$ cat src/hdl/bpsd_ram.sv
`timescale 1ns / 1ps
module bpsd_ram #(
  parameter int Width = 16,
  parameter int Depth = 256
) (
  input  logic                     clk,
  input  logic                     we,
  input  logic [$clog2(Depth)-1:0] waddr,
  input  logic [Width-1:0]         wdata,
  input  logic [$clog2(Depth)-1:0] raddr,
  output logic [Width-1:0]         rdata
);
  logic [Width-1:0] mem [Depth];

  always_ff @(posedge clk) begin
    if (we) begin
      mem[waddr] <= wdata;
    end
    rdata <= mem[raddr];
  end
endmodule

$ cat config.mk
export PLATFORM = sky130hd
export DESIGN_NAME = bpsd_ram
export DESIGN_NICKNAME = d
export VERILOG_FILES = /design/src/hdl/bpsd_ram.sv
export SDC_FILE = /design/constraint.sdc
export NUM_CORES = 2
export LEC_CHECK = 0
export BUFFER_PORTS_ARGS = -buffer_cell sky130_fd_sc_hd__buf_2
export CELL_PAD_IN_SITES_DETAIL_PLACEMENT = 1
export CELL_PAD_IN_SITES_GLOBAL_PLACEMENT = 1
export CORE_UTILIZATION = 50
export CTS_BUF_LIST = sky130_fd_sc_hd__clkbuf_8
export CTS_CLUSTER_SIZE = 30
export DETAILED_ROUTE_END_ITERATION = 7
export PLACE_DENSITY_LB_ADDON = 0.1
export SYNTH_ARGS = -nofsm -noshare
export SYNTH_HDL_FRONTEND = slang
export SYNTH_SLANG_ARGS = --single-unit
export TNS_END_PERCENT = 5
$ cat constraint.sdc
create_clock -name clk -period 3.2 [get_ports clk]
set_clock_uncertainty 0.05 [all_clocks]
set_input_delay 0.48 -clock clk [delete_from_list [all_inputs] [get_ports clk]]
set_output_delay 0.48 -clock clk [all_outputs]
set_load 0.1 [all_outputs]
# == Yosys cells after proc, flatten, opt, wreduce, memory -nomap -nowiden ==
# Memory sizes are Yosys's and may differ from the RTL's. A register that Yosys moved wholly into a read port is not among the register bits.
# Cells that the tools add are included.
# word_totals
reg_bits,0
ramBits,4096
inputBits,34
out_inout_bits,16
wordCells,3
memories,1
# classes
muxes,2
# memory_table
memory,depth,word_bits,rd,rd_clocked_by_memory_dff,wr,line,rtl
mem,256,16,1,1,1,13,logic [Width-1:0] mem [Depth];
# ops
cell,count
two-way mux 1 bit,2

# == Longest topological paths before layout ==
# depth
ltp_word,2
mapped_depth,12
ltp_nobuf,6

# == Worst setup path before layout ==
# OpenSTA, ideal clock, no wires.
# synth_path
path_type,input-to-reg
from,in waddr[3]
to,mem mem[235][0] (enable)
setup_time_ns,0.388
arrival_ns,2.257
required_time_ns,2.762
path_slack_ns,0.505
path_stages,6
path_buffers,3
path_cell_list,clkbuf_1 > nor2b_1 > clkbuf_1 > nand4_1 > clkbuf_1 > nor2_1
# synth_lines
item,line,rtl
from (decl),8,"input logic [$clog2(Depth)-1:0] waddr,"
to (decl),13,
# No word-level cell before the write port.

==> impl_results.md <==
* Post-CTS Setup Inserts at 0
* 1st-iter DRT viols at a little over 10000
* Antenna Nets Post-Route at 0
* Horiz. Die Dim at 565 um
* Crit path kind: register to register
* Via-to-Cell Ratio at roughly 6.3
* Multi-input logic area at around 0.033 mm2
* Cts bufs inserted at roughly 670
* Placed Cells at 12100
* Fin crit period at 3.10 ns
* CTS clk-pin slew, worst paths at ~0.060 ns
* Starting Density at around 50%
* CP max stage delay at roughly 0.78 ns
* GRT Overall Usage at 29.4%
* Post-Route Setup TNS at 0 ns
* Layout cells sized above 1 at around 31%
* Netlist cell types at 52
* First-pass GRT wire length at approximately 660000 um
* Worst Slack Setup Final at between 0.1 and 0.15 ns
* Worst Setup End Kind: register
* RSZ-0062 raised after global routing: no
* Most frequent CP cell: mux4_2
* Max Fclk at approximately 320 MHz
* Remaining DRCs at 0
* Core footprint at ~0.32 mm2
* DP Wirelength at 293000 um
* Max Slew Vio Count at 0
* Design area at 0.183 mm2
* GP Congestion at roughly 0.86
* DR pass1 iterations at 5
* I/O Buffers at 49
* HP Class: input pin to register
* DP Worst Slack at -0.757 ns
* Worst Tran Pin Value at roughly 1.2 ns
* Clk buf depth at 4
* Most common cell after layout, fill and taps aside: edfxtp_1
* Fin. Hold Viols at 0
* Vias in the first global route at ~86000
* Crit start category: register
* Top FF cell, synth: edfxtp_1
* Drt wl/cell at 35.3 um
* EDFF count, synth at approximately 4100
* Sequential area share after synthesis at 77.7%
* Non-Filler Instances at 13300
* Io pins at 50
* Initial antenna violation count at 36
* #FFs+latches synth at just over 4000
* Yosys warns at 0
* Routed WL at 469000 um
* Rows at around 200
* Root buf cell: clkbuf_8
* Fin Hold WS at around 0.11 ns
* Post-synthesis instance area at around 0.16 mm2
* LEAKAGE at between 60 and 70 nW
* Clk_lat worst skew at 1.21 ns
* TritonCTS clock tree: yes
* Worst-path fanout max at 1
* Sequential Area at roughly 0.12 mm2
* Syn_nets at about 7400
* CP Cell Sequence: mux4_2 -> mux4_2 -> a22o_1 -> o32ai_1 -> buf_4 -> nor4_1
* Clock tree sinks at 4112
* Avg Cell Area, Syn at about 22 um2
* Htree depth at 6
* Max IR drop VDD at between 0.4 and 0.5 mV
* Die Ht at 565 um
* Relative slew slack at between 20% and 30%
* Final setup vio count at 0
* Max-Cap Viols at 0
* Power per cell area at 588 mW/mm2
* Die area at approximately 0.32 mm2
* Global route total overflow at 0
* Most frequent cells in the layout: edfxtp_1, mux4_2, buf_4
* Outcome: completed
* Layout area overhead at 15.4%
* CP required at 4.17 ns
* Largest net degree at the start of global routing at approximately 110
* Filler cell count at between 20000 and 30000
* Final Cycle Share at 96.8%
* Slowest-stage cell, CP: o32ai_1
* Worst Path Arrival at 4.07 ns
* Ys async rst share at 0%
* # nets final at 8627
* Placed Area at about 0.17 mm2
* Cells after synthesis at between 7000 and 8000
* Vias at approximately 84000
## where the power goes
part / switching [W] / internal, W / total (W)
combinational: 0.00429 / 0.00240 / 0.00669
clock: 0.0210 / 0.0206 / 0.0416
sequential: 0.000136 / 0.0594 / 0.0595
## flip-flops by register name, indices dropped and copies added (netlist names)
| name | flops |
|---|---|
| mem | 4096 |
| rdata | 16 |
## stage by stage
stage | total power, W | utilization [%]
global placement | 0.0671 | 54.2
global route | 0.111 | 58.1
CTS | 0.108 | 58.1
finish | 0.108 | 58.1
floorplan | 0.0638 | -
detailed placement | 0.0673 | 54.2
## worst paths after layout
| check | to | slack [ns] | start | depth (start not counted) |
|---|---|---|---|---|
| worst min register to register | rdata[14] | 1.04 | mem[234][14] | 6 |
| worst max register to register | rdata[8] | 0.10 | mem[24][8] | 6 |
| worst max-delay path | rdata[8] | 0.10 | mem[24][8] | 6 |
| worst min-delay path | mem[204][2] | 0.11 | waddr[3] | 4 |
## cells in the mapped netlist, types with 17 or more instances
| master | count | area (um2) |
|---|---|---|
| a22o_1 | 32 | 280 |
| a221oi_1 | 28 | 245 |
| mux4_2 | 797 | 17900 |
| nand2_1 | 38 | 143 |
| nor2_1 | 304 | 1140 |
| o221ai_1 | 252 | 2210 |
| mux2_2 | 88 | 991 |
| a22oi_1 | 43 | 323 |
| buf_2 | 76 | 380 |
| clkbuf_1 | 230 | 863 |
| mux2i_1 | 565 | 5660 |
| edfxtp_1 | 4096 | 123000 |
| buf_6 | 77 | 867 |
| nor4_1 | 17 | 106 |
| o32ai_1 | 20 | 175 |
| nand4_1 | 26 | 163 |
| o22ai_1 | 148 | 926 |
| nand3_1 | 35 | 175 |
| buf_4 | 26 | 195 |
| a21oi_1 | 175 | 876 |
| nor3_1 | 92 | 460 |
| a211oi_1 | 18 | 135 |
| buf_1 | 27 | 101 |
| o21ai_0 | 37 | 185 |
## layout make-up
class / instances / area share (%)
sequential: 4112 / 67.3
multi-input combinational: 2792 / 18.1
clock inverter: 494 / 1.31
tap: 4160 / 2.84
inverter: 4 / 0.0150
timing repair buffer: 1017 / 5.26
clock buffer: 690 / 5.18
antenna: 15 / 0.0205
## logic make-up after synthesis
group / synth area share [%]
AOI/OAI and AO/OA: 3.54
buffers and inverters: 1.69
DFF: 77.7
muxes: 15.5
and+or+nand+nor: 1.57
## routing by layer
layer / track usage, % / share of wire, % / up-vias
met5: 0 / 0.013 / -
met4: 9.61 / 3.2 / 10
met3: 4.74 / 7.9 / 728
met2: 46.4 / 47 / 3844
met1: 42.2 / 41 / 45100
li1: - / - / 33900
## critical path, delay by kind of cell, from the launching register on
| kind | cells | cell delay, ns |
|---|---|---|
| muxes | 2 | 1.04 |
| DFF | 1 | 0.39 |
| AOI/OAI and AO/OA | 2 | 1.14 |
| and+or+nand+nor | 1 | 0.06 |
| buffers and inverters | 1 | 0.24 |
## timing repair
item,CTS,global route
hold endpoints to repair,2342,0
hold buffers,24,0
setup endpoints to repair,1,0
gates resized for setup,1,0
(Power assumes the default switching activity.)
